--- config.mk ---
export PLATFORM = sky130hd
export DESIGN_NAME = row_ridge_marker_detector_top
export DESIGN_NICKNAME = d
export VERILOG_FILES = /design/src/rtl/core/rrmd_pkg.sv /design/src/rtl/core/row_ridge_marker_detector_top.sv /design/src/rtl/core/rrmd_cell.sv /design/src/rtl/core/rrmd_window.sv
export SDC_FILE = /design/constraint.sdc
export NUM_CORES = 2
export LEC_CHECK = 0
export BUFFER_PORTS_ARGS = -buffer_cell sky130_fd_sc_hd__buf_2
export CAP_MARGIN = 20
export CORE_MARGIN = 2
export CORE_UTILIZATION = 67
export CTS_CLUSTER_DIAMETER = 80
export DETAILED_ROUTE_END_ITERATION = 10
export PLACE_DENSITY = 0.94
export SKIP_LAST_GASP = 1
export SYNTH_ARGS = -nofsm -noshare
export SYNTH_HDL_FRONTEND = slang
export SYNTH_SLANG_ARGS = --single-unit
--- constraint.sdc ---
create_clock -name clk_i -period 10.7 [get_ports clk_i]
set_clock_uncertainty 0.2 [all_clocks]
set_input_delay 0.535 -clock clk_i [delete_from_list [all_inputs] [get_ports clk_i]]
set_output_delay 0.535 -clock clk_i [all_outputs]
set_load 0.05 [all_outputs]
--- src/rtl/core/rrmd_pkg.sv ---
// Shared types and constants of the row ridge marker detector.
// Used by every module in rtl/core; depends on nothing else.
package rrmd_pkg;

  localparam int PIX_W       = 12;
  localparam int COL_W       = 12;
  localparam int HW_W        = 5;
  localparam int CFG_IDX_W   = 2;
  localparam int CFG_DATA_W  = 12;
  localparam int IN_TDATA_W  = 16;
  localparam int OUT_TDATA_W = 16;

  localparam int DEF_MAX_HALF_WIDTH = 16;
  localparam int DEF_MAX_COLUMNS    = 4096;

  localparam logic [HW_W-1:0]  RST_HALF_WIDTH     = 5'd4;
  localparam logic [COL_W-1:0] RST_ROW_LENGTH     = 12'd640;
  localparam logic [PIX_W-1:0] RST_SLOPE_LIMIT    = 12'd48;
  localparam logic [PIX_W-1:0] RST_CONTRAST_LIMIT = 12'd320;

  typedef enum logic [CFG_IDX_W-1:0] {
    CFG_HALF_WIDTH     = 2'd0,
    CFG_ROW_LENGTH     = 2'd1,
    CFG_SLOPE_LIMIT    = 2'd2,
    CFG_CONTRAST_LIMIT = 2'd3
  } cfg_reg_e;

  // Local findings of one window cell.
  typedef struct packed {
    logic above;
    logic step_fail;
    logic low_left;
    logic low_right;
  } cell_flags_t;

  // Window-wide verdict handed to the sequencer.
  typedef struct packed {
    logic no_above;
    logic no_step_fail;
    logic any_low_left;
    logic any_low_right;
  } win_status_t;

endpackage

--- src/rtl/core/row_ridge_marker_detector_top.sv ---
// Row ridge marker detector: configuration registers, column sequencer
// and output register. Uses rrmd_pkg and rrmd_window.
//
// Pixels of a row enter in column order, one per clock when results flow
// freely, and each produces the result for the column half_width places
// back, one result per clock through a single output register. The pixel
// at column half_width first produces zeros for columns 0 to half_width-1
// and then the evaluated result for column 0, half_width+1 results in all.
// The last pixel of a row adds the remaining columns up to its own, which
// is half_width more once the window has filled, so a pixel that is both
// produces 2*half_width+1 results. A pixel that produces results holds
// the input until its last one leaves. Pixels below column half_width
// produce no result unless they end the row. The window check runs in the
// cell chain in the cycle its result is written to the output register.
module row_ridge_marker_detector_top
  import rrmd_pkg::*;
#(
  parameter int MAX_HALF_WIDTH = DEF_MAX_HALF_WIDTH,
  parameter int MAX_COLUMNS    = DEF_MAX_COLUMNS
) (
  input  logic                   clk_i,
  input  logic                   rst_ni,
  input  logic                   cfg_valid_i,
  output logic                   cfg_ready_o,
  input  logic [CFG_IDX_W-1:0]   cfg_index_i,
  input  logic [CFG_DATA_W-1:0]  cfg_data_i,
  input  logic                   s_axis_tvalid,
  output logic                   s_axis_tready,
  input  logic [IN_TDATA_W-1:0]  s_axis_tdata,  // [11:0] pixel, rest zero
  input  logic                   s_axis_tuser,  // [0] row_valid
  output logic                   m_axis_tvalid,
  input  logic                   m_axis_tready,
  output logic [OUT_TDATA_W-1:0] m_axis_tdata,  // [11:0] column, rest zero
  output logic                   m_axis_tuser,  // [0] ridge
  output logic                   m_axis_tlast   // row_end
);

  localparam int CNT_W = $clog2(MAX_COLUMNS);
  localparam int CW    = ((CNT_W > COL_W) ? CNT_W : COL_W) + 2;

  logic [HW_W-1:0]  half_width_q;
  logic [COL_W-1:0] row_length_q;
  logic [PIX_W-1:0] slope_q;
  logic [PIX_W-1:0] contrast_q;
  logic [HW_W-1:0]  w_eff;

  logic [CNT_W-1:0] col_q;
  logic [CNT_W-1:0] col_d;
  logic [HW_W-1:0]  skip_q;
  logic [HW_W-1:0]  skip_d;

  logic             busy_q;
  logic             busy_d;
  logic [CNT_W-1:0] cur_q;
  logic [CNT_W-1:0] cur_d;
  logic [CNT_W-1:0] hi_q;
  logic [CNT_W-1:0] hi_d;
  logic [CNT_W-1:0] evcol_q;
  logic [CNT_W-1:0] evcol_d;
  logic             has_eval_q;
  logic             has_eval_d;
  logic             pre_q;
  logic             pre_d;
  logic             last_q;
  logic             last_d;
  logic             valid_q;
  logic             valid_d;

  logic             out_valid_q;
  logic             out_valid_d;
  logic             ridge_q;
  logic             ridge_d;
  logic [COL_W-1:0] column_q;
  logic [COL_W-1:0] column_d;
  logic             row_end_q;
  logic             row_end_d;

  logic             in_acc;
  logic             emit;
  logic             final_emit;
  logic             pre_end;
  logic             is_last;
  logic             ge_w;
  logic [HW_W:0]    span;
  logic             in_range;
  logic             eval_now;
  logic             hit;
  win_status_t      status;

  // Configuration registers.
  assign cfg_ready_o = 1'b1;

  always_ff @(posedge clk_i or negedge rst_ni) begin
    if (!rst_ni) begin
      half_width_q <= RST_HALF_WIDTH;
      row_length_q <= RST_ROW_LENGTH;
      slope_q      <= RST_SLOPE_LIMIT;
      contrast_q   <= RST_CONTRAST_LIMIT;
    end else if (cfg_valid_i) begin
      case (cfg_reg_e'(cfg_index_i))
        CFG_HALF_WIDTH:     half_width_q <= cfg_data_i[HW_W-1:0];
        CFG_ROW_LENGTH:     row_length_q <= cfg_data_i[COL_W-1:0];
        CFG_SLOPE_LIMIT:    slope_q      <= cfg_data_i[PIX_W-1:0];
        CFG_CONTRAST_LIMIT: contrast_q   <= cfg_data_i[PIX_W-1:0];
        default: ;
      endcase
    end
  end

  always_comb begin
    if (half_width_q == '0) begin
      w_eff = HW_W'(1);
    end else if (half_width_q > HW_W'(MAX_HALF_WIDTH)) begin
      w_eff = HW_W'(MAX_HALF_WIDTH);
    end else begin
      w_eff = half_width_q;
    end
  end

  // Handshakes. A new pixel enters when idle or with the held pixel's last result.
  assign emit          = busy_q && (!out_valid_q || m_axis_tready);
  assign final_emit    = emit && !pre_q && (cur_q == hi_q);
  assign pre_end       = pre_q && (cur_q == CNT_W'(w_eff - HW_W'(1)));
  assign s_axis_tready = !busy_q || final_emit;
  assign in_acc        = s_axis_tvalid && s_axis_tready;

  rrmd_window #(
    .MAX_HALF_WIDTH(MAX_HALF_WIDTH)
  ) u_window (
    .clk_i       (clk_i),
    .rst_ni      (rst_ni),
    .shift_i     (in_acc),
    .pixel_i     (s_axis_tdata[PIX_W-1:0]),
    .half_width_i(w_eff),
    .slope_i     (slope_q),
    .contrast_i  (contrast_q),
    .status_o    (status)
  );

  // Column bookkeeping for the arriving pixel.
  assign is_last = (CW'(col_q) + CW'(1) >= CW'(row_length_q)) ||
                   (CW'(col_q) >= CW'(MAX_COLUMNS - 1));
  assign ge_w    = CW'(col_q) >= CW'(w_eff);

  // At column half_width the zero columns 0 to half_width-1 go out first,
  // then the sequencer returns to column 0 for its evaluation.
  always_comb begin
    evcol_d    = col_q - CNT_W'(w_eff);
    has_eval_d = ge_w;
    last_d     = is_last;
    valid_d    = s_axis_tuser;
    if (ge_w) begin
      cur_d  = (CW'(col_q) == CW'(w_eff)) ? '0 : evcol_d;
      pre_d  = CW'(col_q) == CW'(w_eff);
      hi_d   = is_last ? col_q : evcol_d;
      busy_d = 1'b1;
    end else begin
      cur_d  = '0;
      pre_d  = 1'b0;
      hi_d   = col_q;
      busy_d = is_last;
    end
    col_d = is_last ? '0 : col_q + CNT_W'(1);
  end

  // Ridge decision for the evaluated column.
  assign span     = {1'b0, w_eff} + {2'b0, w_eff[HW_W-1:1]};
  assign in_range = (CW'(evcol_q) >= CW'(span)) &&
                    (CW'(evcol_q) + CW'(span) + CW'(1) < CW'(row_length_q));
  assign eval_now = has_eval_q && !pre_q && (cur_q == evcol_q);
  assign hit      = (skip_q == '0) && valid_q && in_range && status.no_above &&
                    status.no_step_fail && status.any_low_left && status.any_low_right;

  always_comb begin
    skip_d = skip_q;
    if (emit && eval_now) begin
      if (skip_q != '0) begin
        skip_d = skip_q - HW_W'(1);
      end else if (hit) begin
        skip_d = w_eff;
      end
    end
    if (final_emit && last_q) begin
      skip_d = '0;
    end
  end

  always_ff @(posedge clk_i or negedge rst_ni) begin
    if (!rst_ni) begin
      col_q  <= '0;
      skip_q <= '0;
      busy_q <= 1'b0;
    end else begin
      skip_q <= skip_d;
      if (in_acc) begin
        col_q  <= col_d;
        busy_q <= busy_d;
      end else if (final_emit) begin
        busy_q <= 1'b0;
      end
    end
  end

  always_ff @(posedge clk_i) begin
    if (in_acc) begin
      cur_q      <= cur_d;
      hi_q       <= hi_d;
      evcol_q    <= evcol_d;
      has_eval_q <= has_eval_d;
      pre_q      <= pre_d;
      last_q     <= last_d;
      valid_q    <= valid_d;
    end else if (emit) begin
      if (pre_end) begin
        cur_q <= evcol_q;
        pre_q <= 1'b0;
      end else begin
        cur_q <= cur_q + CNT_W'(1);
      end
    end
  end

  // Output register.
  always_comb begin
    ridge_d     = eval_now && hit;
    column_d    = COL_W'(cur_q);
    row_end_d   = last_q && !pre_q && (cur_q == hi_q);
    out_valid_d = out_valid_q;
    if (emit) begin
      out_valid_d = 1'b1;
    end else if (m_axis_tready) begin
      out_valid_d = 1'b0;
    end
  end

  always_ff @(posedge clk_i or negedge rst_ni) begin
    if (!rst_ni) begin
      out_valid_q <= 1'b0;
    end else begin
      out_valid_q <= out_valid_d;
    end
  end

  always_ff @(posedge clk_i) begin
    if (emit) begin
      ridge_q   <= ridge_d;
      column_q  <= column_d;
      row_end_q <= row_end_d;
    end
  end

  assign m_axis_tvalid = out_valid_q;
  assign m_axis_tdata  = OUT_TDATA_W'(column_q);
  assign m_axis_tuser  = ridge_q;
  assign m_axis_tlast  = row_end_q;

endmodule

--- src/rtl/core/rrmd_cell.sv ---
// One cell of the pixel window: holds one pixel and checks it against
// the centre, the contrast threshold and its neighbor. Uses rrmd_pkg.
module rrmd_cell
  import rrmd_pkg::*;
#(
  parameter int IDX = 0
) (
  input  logic             clk_i,
  input  logic             rst_ni,
  input  logic             shift_i,
  input  logic [PIX_W-1:0] pixel_i,
  input  logic [PIX_W-1:0] nb_lo_i,
  input  logic [PIX_W-1:0] nb_hi_i,
  input  logic [HW_W-1:0]  half_width_i,
  input  logic [PIX_W-1:0] centre_i,
  input  logic [PIX_W-1:0] slope_i,
  input  logic [PIX_W-1:0] contrast_i,
  output logic [PIX_W-1:0] pixel_o,
  output cell_flags_t      flags_o
);

  logic [PIX_W-1:0] pixel_q;
  logic             in_win;
  logic             left_side;
  logic             right_side;
  logic [PIX_W-1:0] nb;
  logic [PIX_W:0]   nb_plus_slope;
  logic [PIX_W:0]   pix_plus_contrast;
  logic             low;

  always_ff @(posedge clk_i or negedge rst_ni) begin
    if (!rst_ni) begin
      pixel_q <= '0;
    end else if (shift_i) begin
      pixel_q <= pixel_i;
    end
  end

  // Index 0 is the newest pixel; the left flank lies on the older side.
  assign in_win     = IDX <= 2 * int'(half_width_i);
  assign left_side  = in_win && (IDX > int'(half_width_i));
  assign right_side = IDX < int'(half_width_i);

  // A left step looks at the next newer pixel, a right step at the next older one.
  assign nb                = left_side ? nb_lo_i : nb_hi_i;
  assign nb_plus_slope     = {1'b0, nb} + {1'b0, slope_i};
  assign pix_plus_contrast = {1'b0, pixel_q} + {1'b0, contrast_i};
  assign low               = pix_plus_contrast < {1'b0, centre_i};

  always_comb begin
    flags_o.above     = in_win && (pixel_q > centre_i);
    flags_o.step_fail = (left_side || right_side) && ({1'b0, pixel_q} >= nb_plus_slope);
    flags_o.low_left  = left_side && low;
    flags_o.low_right = right_side && low;
  end

  assign pixel_o = pixel_q;

endmodule

--- src/rtl/core/rrmd_window.sv ---
// Shift chain of window cells with the centre register and the reduction
// of the cell findings. Uses rrmd_pkg and rrmd_cell.
module rrmd_window
  import rrmd_pkg::*;
#(
  parameter int MAX_HALF_WIDTH = DEF_MAX_HALF_WIDTH
) (
  input  logic             clk_i,
  input  logic             rst_ni,
  input  logic             shift_i,
  input  logic [PIX_W-1:0] pixel_i,
  input  logic [HW_W-1:0]  half_width_i,
  input  logic [PIX_W-1:0] slope_i,
  input  logic [PIX_W-1:0] contrast_i,
  output win_status_t      status_o
);

  localparam int DEPTH = 2 * MAX_HALF_WIDTH + 1;
  localparam int IW    = $clog2(DEPTH);

  logic [PIX_W-1:0] pix [DEPTH];
  cell_flags_t      flags [DEPTH];
  logic [DEPTH-1:0] above_v;
  logic [DEPTH-1:0] step_v;
  logic [DEPTH-1:0] low_left_v;
  logic [DEPTH-1:0] low_right_v;
  logic [PIX_W-1:0] centre_q;

  // After a shift the centre is the pixel one place newer than it is now.
  always_ff @(posedge clk_i or negedge rst_ni) begin
    if (!rst_ni) begin
      centre_q <= '0;
    end else if (shift_i) begin
      centre_q <= pix[IW'(half_width_i - 5'd1)];
    end
  end

  for (genvar i = 0; i < DEPTH; i++) begin : g_cell
    logic [PIX_W-1:0] shift_in;
    logic [PIX_W-1:0] nb_lo;
    logic [PIX_W-1:0] nb_hi;

    if (i == 0) begin : g_first
      assign shift_in = pixel_i;
      assign nb_lo    = '0;
    end else begin : g_mid
      assign shift_in = pix[i-1];
      assign nb_lo    = pix[i-1];
    end

    if (i == DEPTH - 1) begin : g_last
      assign nb_hi = '0;
    end else begin : g_body
      assign nb_hi = pix[i+1];
    end

    rrmd_cell #(
      .IDX(i)
    ) u_cell (
      .clk_i       (clk_i),
      .rst_ni      (rst_ni),
      .shift_i     (shift_i),
      .pixel_i     (shift_in),
      .nb_lo_i     (nb_lo),
      .nb_hi_i     (nb_hi),
      .half_width_i(half_width_i),
      .centre_i    (centre_q),
      .slope_i     (slope_i),
      .contrast_i  (contrast_i),
      .pixel_o     (pix[i]),
      .flags_o     (flags[i])
    );

    assign above_v[i]     = flags[i].above;
    assign step_v[i]      = flags[i].step_fail;
    assign low_left_v[i]  = flags[i].low_left;
    assign low_right_v[i] = flags[i].low_right;
  end

  always_comb begin
    status_o.no_above      = ~|above_v;
    status_o.no_step_fail  = ~|step_v;
    status_o.any_low_left  = |low_left_v;
    status_o.any_low_right = |low_right_v;
  end

endmodule

# [Word level (Yosys, flattened, before mapping)]
# Index checks and enable logic that the tools add are counted.
[classes] eq_ne=7 n_reduce_logical=237 order_cmp=201 bitwise_logic=1 add_sub_neg=76 n_mux=58
[op_table] cell="adder 12 x 12 -> 13 bit" n=66
[op_table] cell="two-way mux 12 bit" n=42
[op_table] cell=">= comparator 12 x 13 -> 1 bit" n=33
[op_table] cell="less-than comparator 13 x 12 -> 1 bit" n=33
[op_table] cell="greater-than comparator 12 bit" n=33
[op_table] cell="logical AND 1 bit" n=179
[op_table] cell="<= comparator 5 x 6 -> 1 bit, first input constant" n=16
[op_table] cell="greater-than comparator 5 bit, first input constant" n=16
[op_table] cell="less-than comparator 5 bit, first input constant" n=15
[op_table] cell="binary-select mux 12 bit (select 6 bit)" n=1
[op_table] cell="OR reduction 33 bit" n=2
[op_table] cell="<= comparator 4 x 6 -> 1 bit, first input constant" n=8
[op_table] cell="greater-than comparator 4 x 5 -> 1 bit, first input constant" n=8
[op_table] cell="less-than comparator 4 x 5 -> 1 bit, first input constant" n=8
[op_table] cell="equality test 12 bit" n=3
[op_table] cell="logical OR 1 bit" n=33
[op_table] cell="OR reduction 32 bit" n=1
[op_table] cell="OR reduction 31 bit" n=1
[op_table] cell="two-way mux 5 bit" n=6
[op_table] cell="adder 12 x 1 -> 12 bit, second input constant" n=2
[op_table] cell="<= comparator 3 x 6 -> 1 bit, first input constant" n=4
[op_table] cell="greater-than comparator 3 x 5 -> 1 bit, first input constant" n=4
[op_table] cell="less-than comparator 3 x 5 -> 1 bit, first input constant" n=4
[op_table] cell="adder 13 x 1 -> 14 bit, second input constant" n=1
[op_table] cell="other kinds (32)" n=61
[totals] elab_cells=632 input_bits=36 ff_bits=522

# [Logic depth before layout (Yosys ltp)]
[depth] depth_word=18 ltp_mapped=38

# [Cells and area by module]
# A second synthesis with hierarchy kept.
[unflattened] cells_unflattened=10281 hier_area_um2=92491.2
[modules_own_cells] module="row_ridge_marker_detector_top" area_per_inst_um2=7274.5 seq_area_each_um2=3131.8 n_inst=1 cells_each=678
[modules_own_cells] module="rrmd_window" area_per_inst_um2=4040.1 seq_area_each_um2=300.3 n_inst=1 cells_each=372
[modules_own_cells] module="rrmd_cell at u_window.g_cell[11].u_cell" area_per_inst_um2=2603.7 seq_area_each_um2=300.3 n_inst=1 cells_each=296
[modules_own_cells] module="rrmd_cell at u_window.g_cell[8].u_cell" area_per_inst_um2=2560.0 seq_area_each_um2=300.3 n_inst=1 cells_each=293
[modules_own_cells] module="rrmd_cell at u_window.g_cell[27].u_cell" area_per_inst_um2=2536.2 seq_area_each_um2=300.3 n_inst=1 cells_each=293
[modules_own_cells] module="rrmd_cell at u_window.g_cell[22].u_cell" area_per_inst_um2=2518.7 seq_area_each_um2=300.3 n_inst=1 cells_each=284
[modules_own_cells] module="rrmd_cell at u_window.g_cell[25].u_cell" area_per_inst_um2=2518.7 seq_area_each_um2=300.3 n_inst=1 cells_each=299
[modules_own_cells] module="rrmd_cell at u_window.g_cell[29].u_cell" area_per_inst_um2=2518.7 seq_area_each_um2=300.3 n_inst=1 cells_each=279
[modules_own_cells] module="rrmd_cell at u_window.g_cell[17].u_cell" area_per_inst_um2=2513.7 seq_area_each_um2=300.3 n_inst=1 cells_each=290
[modules_own_cells] module="rrmd_cell at u_window.g_cell[10].u_cell" area_per_inst_um2=2506.2 seq_area_each_um2=300.3 n_inst=1 cells_each=284
[modules_own_cells] module="rrmd_cell at u_window.g_cell[13].u_cell" area_per_inst_um2=2501.1 seq_area_each_um2=300.3 n_inst=1 cells_each=283
[modules_own_cells] module="rrmd_cell at u_window.g_cell[5].u_cell" area_per_inst_um2=2492.4 seq_area_each_um2=300.3 n_inst=1 cells_each=281
[modules_own_cells] module="rrmd_cell at u_window.g_cell[24].u_cell" area_per_inst_um2=2483.6 seq_area_each_um2=300.3 n_inst=1 cells_each=280
[modules_own_cells] module="rrmd_cell at u_window.g_cell[15].u_cell" area_per_inst_um2=2476.1 seq_area_each_um2=300.3 n_inst=1 cells_each=283
[modules_own_cells] module="+21 rows"

# [Least setup slack after synthesis]
# No wires, ideal clock.
[synth_path] path_kind="reg-to-reg" start="register half_width_q[3]" end="register skip_q[0]" period_less_slack_ns=8.077 path_stages_with_launch=36 required_ns=10.378 setup_slack_ns=2.623 setup_time_ns=0.122 t_arrival_ns=7.756 cell_sequence="dfrtp_1 -> clkbuf_1 -> nor3_1 -> nor2_1 -> nor2_1 -> inv_2 -> buf_1 -> clkbuf_1 -> ha_1 -> clkbuf_1 -> a221oi_1 -> nor2_1 -> clkbuf_1 -> mux2_2 -> ha_1 -> a21o_1 -> a21o_1 -> a21o_1 -> a21oi_1 -> nor2b_1 -> o21a_1 -> o21a_1 -> o21a_1 -> o41ai_1 -> xor2_1 -> ha_1 -> a2111o_1 -> a221oi_1 -> o21a_1 -> a211oi_1 -> or4b_1 -> nor4_1 -> nand4_1 -> a211oi_4 -> mux2i_1 -> nand2_1"
[synth_via] elab_chain_len=16
[synth_lines] element="start: declaration" line="row_ridge_marker_detector_top.sv:41" text="logic [HW_W-1:0] half_width_q;"
[synth_lines] element="start signal: assignment" line="row_ridge_marker_detector_top.sv:101" text="CFG_HALF_WIDTH: half_width_q <= cfg_data_i[HW_W-1:0];"
[synth_lines] element="greater-than comparator 5 bit" line="row_ridge_marker_detector_top.sv:113" text="end else if (half_width_q > HW_W'(MAX_HALF_WIDTH)) begin"
[synth_lines] element="two-way mux 5 bit" line="row_ridge_marker_detector_top.sv:113"
[synth_lines] element="two-way mux 5 bit *" line="row_ridge_marker_detector_top.sv:111" text="if (half_width_q == '0) begin"
[synth_lines] element="parallel branches: the longest is 13 deep, another holds adder 13 x 1 -> 14 bit"
[synth_lines] element="end signal: assignment" line="row_ridge_marker_detector_top.sv:194" text="skip_q <= skip_d;"
[synth_lines] element="end: declaration" line="row_ridge_marker_detector_top.sv:49" text="logic [HW_W-1:0] skip_q;"
# Every way passes the cells marked *. The select of a mux whose other input is x is not followed.
# A chain may end at the register's enable or synchronous reset.

# [Worst setup path after layout]
[layout_path] start="register half_width_q[1]" end="register ridge_q, in the netlist m_axis_tuser, data pin"
[layout_via] elab_chain_len=15
[layout_lines] element="greater-than comparator 5 bit" line="row_ridge_marker_detector_top.sv:113"
[layout_lines] element="two-way mux 5 bit" line="row_ridge_marker_detector_top.sv:113"
[layout_lines] element="two-way mux 5 bit *" line="row_ridge_marker_detector_top.sv:111"
[layout_lines] element="parallel branches: the longest is 10 deep, another holds adder 13 x 1 -> 14 bit"
[layout_lines] element="logical AND 1 bit *" line="row_ridge_marker_detector_top.sv:172" text="status.no_step_fail && status.any_low_left && status.any_low_right;"
[layout_lines] element="logical AND 1 bit *" line="row_ridge_marker_detector_top.sv:225" text="ridge_d = eval_now && hit;"
[layout_lines] element="via ridge_d" line="row_ridge_marker_detector_top.sv:72" text="logic ridge_d;"
[layout_lines] element="end signal: assignment" line="row_ridge_marker_detector_top.sv:246" text="ridge_q <= ridge_d;"
[layout_lines] element="end: declaration" line="row_ridge_marker_detector_top.sv:71" text="logic ridge_q;"
# Mark *: on every way through the listed nets, which the timed path passes.

==> flow_metrics.tcl <==
set metrics [dict create \
    status "finished clean" \
    start_util 0.674 \
    cp_slowest_stage_delay_ps 730 \
    synth-edff-count 54 \
    max_cap_viol_count 0 \
    fin_crit_ps 9920 \
    peakVddDrop_v 0.000202 \
    grt_max_degree 173 \
    setup.worst_path.start_class "register" \
    die_w_um 362 \
    cp.required_ps 11080 \
    fmax_mhz 101 \
    hold_path_depth 4 \
    synthMuxAreaShare 0.0760 \
    reg2regPathDepth 29 \
    async_flop_share 0.897 \
    wirelength_mm 368 \
    ys_warn_count 0 \
    reg2reg_from "half_width_q[1]" \
    synth_top_family_by_area "adder cells" \
    critPathKind "reg -> reg" \
    yosys.area_share.simple 0.168 \
    ys_seq_area_frac 0.155 \
    yosys-top-cells-area "ha_1 29%, dfrtp_1 13%, nand2_1 6.7%, mux2_2 4.7%, a21oi_1 4.2%" \
    yosys.area.top_type "ha_1" \
    synthFlopType "dfrtp_1" \
    power_density_nw_per_um2 206 \
    reg2reg_to "m_axis_tuser" \
    cts.htree.levels 3 \
    place_area_sq_um 89000 \
    syn2layout_area_growth_pct 7.28 \
    setup_tns_ps 0 \
    synthAdderAreaFrac 0.311 \
    io_pins 57 \
    worst_slew_pin_slew_ps 1320 \
    slowest_stage "o21ai_0" \
    finalNetCount 12400 \
    die_h_um 362 \
    clk_pin_slew_ps 70 \
    dp.final_hpwl_mm 259 \
    cts_made_buffers 78 \
    synth_compound_area_frac 0.198 \
    crit_cells 29 \
    arrival_ps 10300 \
    drt-initial-drc-count 12400 \
    grt_pass1_wl_mm 534 \
    antenna_found_initial 27 \
    r2r_slack_ps 780 \
    postRouteAntennaNets 0 \
    rsz0062_at_grt "false" \
    core_area_sq_um 127000 \
    slew_headroom 0.118 \
    tritoncts "done" \
    drive_gt1_frac 0.0936 \
    fillers 9425 \
    hp-start "cfg_index_i[1]" \
    vias_per_cell 7.36 \
    ys_ff_latch 522 \
    drc 0 \
    hold_violations 0 \
    synth.cell_area_sq_um 85800 \
    dieArea_sq_um 131000 \
    wl_per_cell_um 30.7 \
    cts_sinks 522 \
    yosysUniqueCellTypes 109 \
    clock_path_buffers 3 \
    grt_overflow_total 0 \
    num_rows 131 \
    final_area_sq_um 92100 \
    end_kind "register" \
    synth_xor_area_frac 0.0679 \
    firstDrtPassIters 9 \
    grt_usage 0.545 \
    worstSkewPairLatency_ps 730 \
    syn_inst 10100 \
    worst-path-buf-inv 2 \
    path_delay_family "compound AO/OA/AOI/OAI gates" \
    routed-via-count 88100 \
    holdCritPathClass "in -> reg" \
    cts-root-buf "clkbuf_16" \
    synth_top_area_frac 0.294 \
    finalCritPeriodShare 0.927 \
    avgSynthCellArea_sq_um 8.49 \
    finalSetupViolCount 0 \
    hold_end "half_width_q[4]" \
    portBuffers 47 \
    grt_pass1_vias 85100 \
    globalplace.congestion 1.05 \
    critPathMaxFanout 14 \
    final_max_slew_viol_count 0 \
    p_leak_nw 46.7 \
    largest_reg_flops 396 \
]
## timing repair
item / 4_1_cts / 5_1_grt
endpoints found under the hold margin: 130 / 0
endpoints found under the setup margin: 0 / 0
hold buffers: 28 / 0
gates resized for setup: 0 / 0
setup buffers: 0 / 0
## cell families (layout without fill, tap and decap cells)
| logic type | Yosys count | count (layout) |
|---|---|---|
| AOI/OAI and AO/OA | 2630 | 2630 |
| xor gates and xnor gates | 665 | 665 |
| adders and majority gates | 2089 | 2089 |
| buffers and inverters | 536 | 721 |
| DFF | 522 | 522 |
| muxes | 474 | 474 |
| other | 2 | 21 |
| and+or+nand+nor | 3192 | 3192 |
## area by class of cell
type	instances	area, sq um	share of cell area
multi-input cells	9055	70600	0.766
flip-flops and latches	522	13400	0.145
clock buffers	99	2200	0.0239
repair buffers	263	2090	0.0227
well taps	1662	2080	0.0226
inverters	317	1230	0.0134
clock inverters	42	484	0.00526
diodes	16	40.0	0.000435
## layout by cell type, fill, tap and decap left out, drive strengths merged, types with 42 or more instances in the layout
cell	instances
ha	2020
nand2	1542
a21oi	726
nor2	589
o21ai	545
dfrtp	461
xnor2	391
mux2	359
inv	324
a21o	318
xor2	274
buf	234
o21a	196
nor3	194
a211oi	165
nor2b	163
nand4	157
nand3	156
o21bai	150
nand2b	131
mux4	106
clkbuf	100
o211ai	74
fa	69
o41ai	62
a211o	57
edfxtp	54
nor4	49
a31oi	47
a2111oi	42
## synth_stat cells (all sizes together), types with 22 or more instances
cell type  count
a21o         318
and2          31
ha          2020
o21ai        545
mux4         106
clkbuf       187
a211oi       165
a2111oi       42
a31oi         47
xor2         274
edfxtp        54
nand3        156
or2           28
nor4          49
o21bai       150
o22ai         35
o21a         196
a21oi        726
and4          23
fa            69
o41ai         62
a21boi        35
nor2b        163
buf           32
o2111ai       25
o211ai        74
xnor2        391
nor3         194
and3          35
a211o         57
mux2         359
nand2b       131
nand2       1542
nand4        157
or3           28
dfrtp        461
o31ai         22
nor2         589
inv          316
## report_power, final
group	internal [mW]	leakage [nW]	total [mW]	switching (mW)
logic	5.00	38.6	13.0	8.00
registers	2.26	6.81	3.15	0.890
clock network	1.62	1.31	2.80	1.19
## routing by layer
metal | up-vias | part of all wire | track usage
li1 | 37800 | - | -
met1 | 41100 | 0.35 | 0.660
met2 | 6816 | 0.39 | 0.764
met3 | 2374 | 0.16 | 0.203
met4 | 34 | 0.11 | 0.460
met5 | - | 0.00073 | 0.000370
## through the flow
step,cells,util,power (mW),hold slack (ps),setup slack [ps]
global route,12000,0.723,19.9,132,583
floorplan,10100,-,11.0,39.4,2620
detailed placement,11800,0.699,15.3,294,1290
CTS,12000,0.722,18.2,54.4,1190
global placement,11800,0.699,14.7,274,1490
finish,12000,0.723,18.9,130,781
## how the worst max path moves through the flow
stage	startpoint	to
floorplan	half_width_q[3]	skip_q[0]
global placement	half_width_q[1]	m_axis_tuser
detailed placement	half_width_q[1]	m_axis_tuser
CTS	half_width_q[1]	m_axis_tuser
global route	half_width_q[1]	m_axis_tuser
finish	half_width_q[1]	m_axis_tuser
## worst reg2reg max path: cells and delay by family (launching register included)
kind                     cells  cell delay (ps)
AO/OA/AOI/OAI               14             3660
flip-flops                   1              710
buffers and inverters        2              840
multiplexers                 1              430
AND/OR/NAND/NOR              8             2650
adder cells (fa/ha/maj)      3             1050
XOR/XNOR                     1              250
No activity file was read; power rests on OpenSTA's default activity.
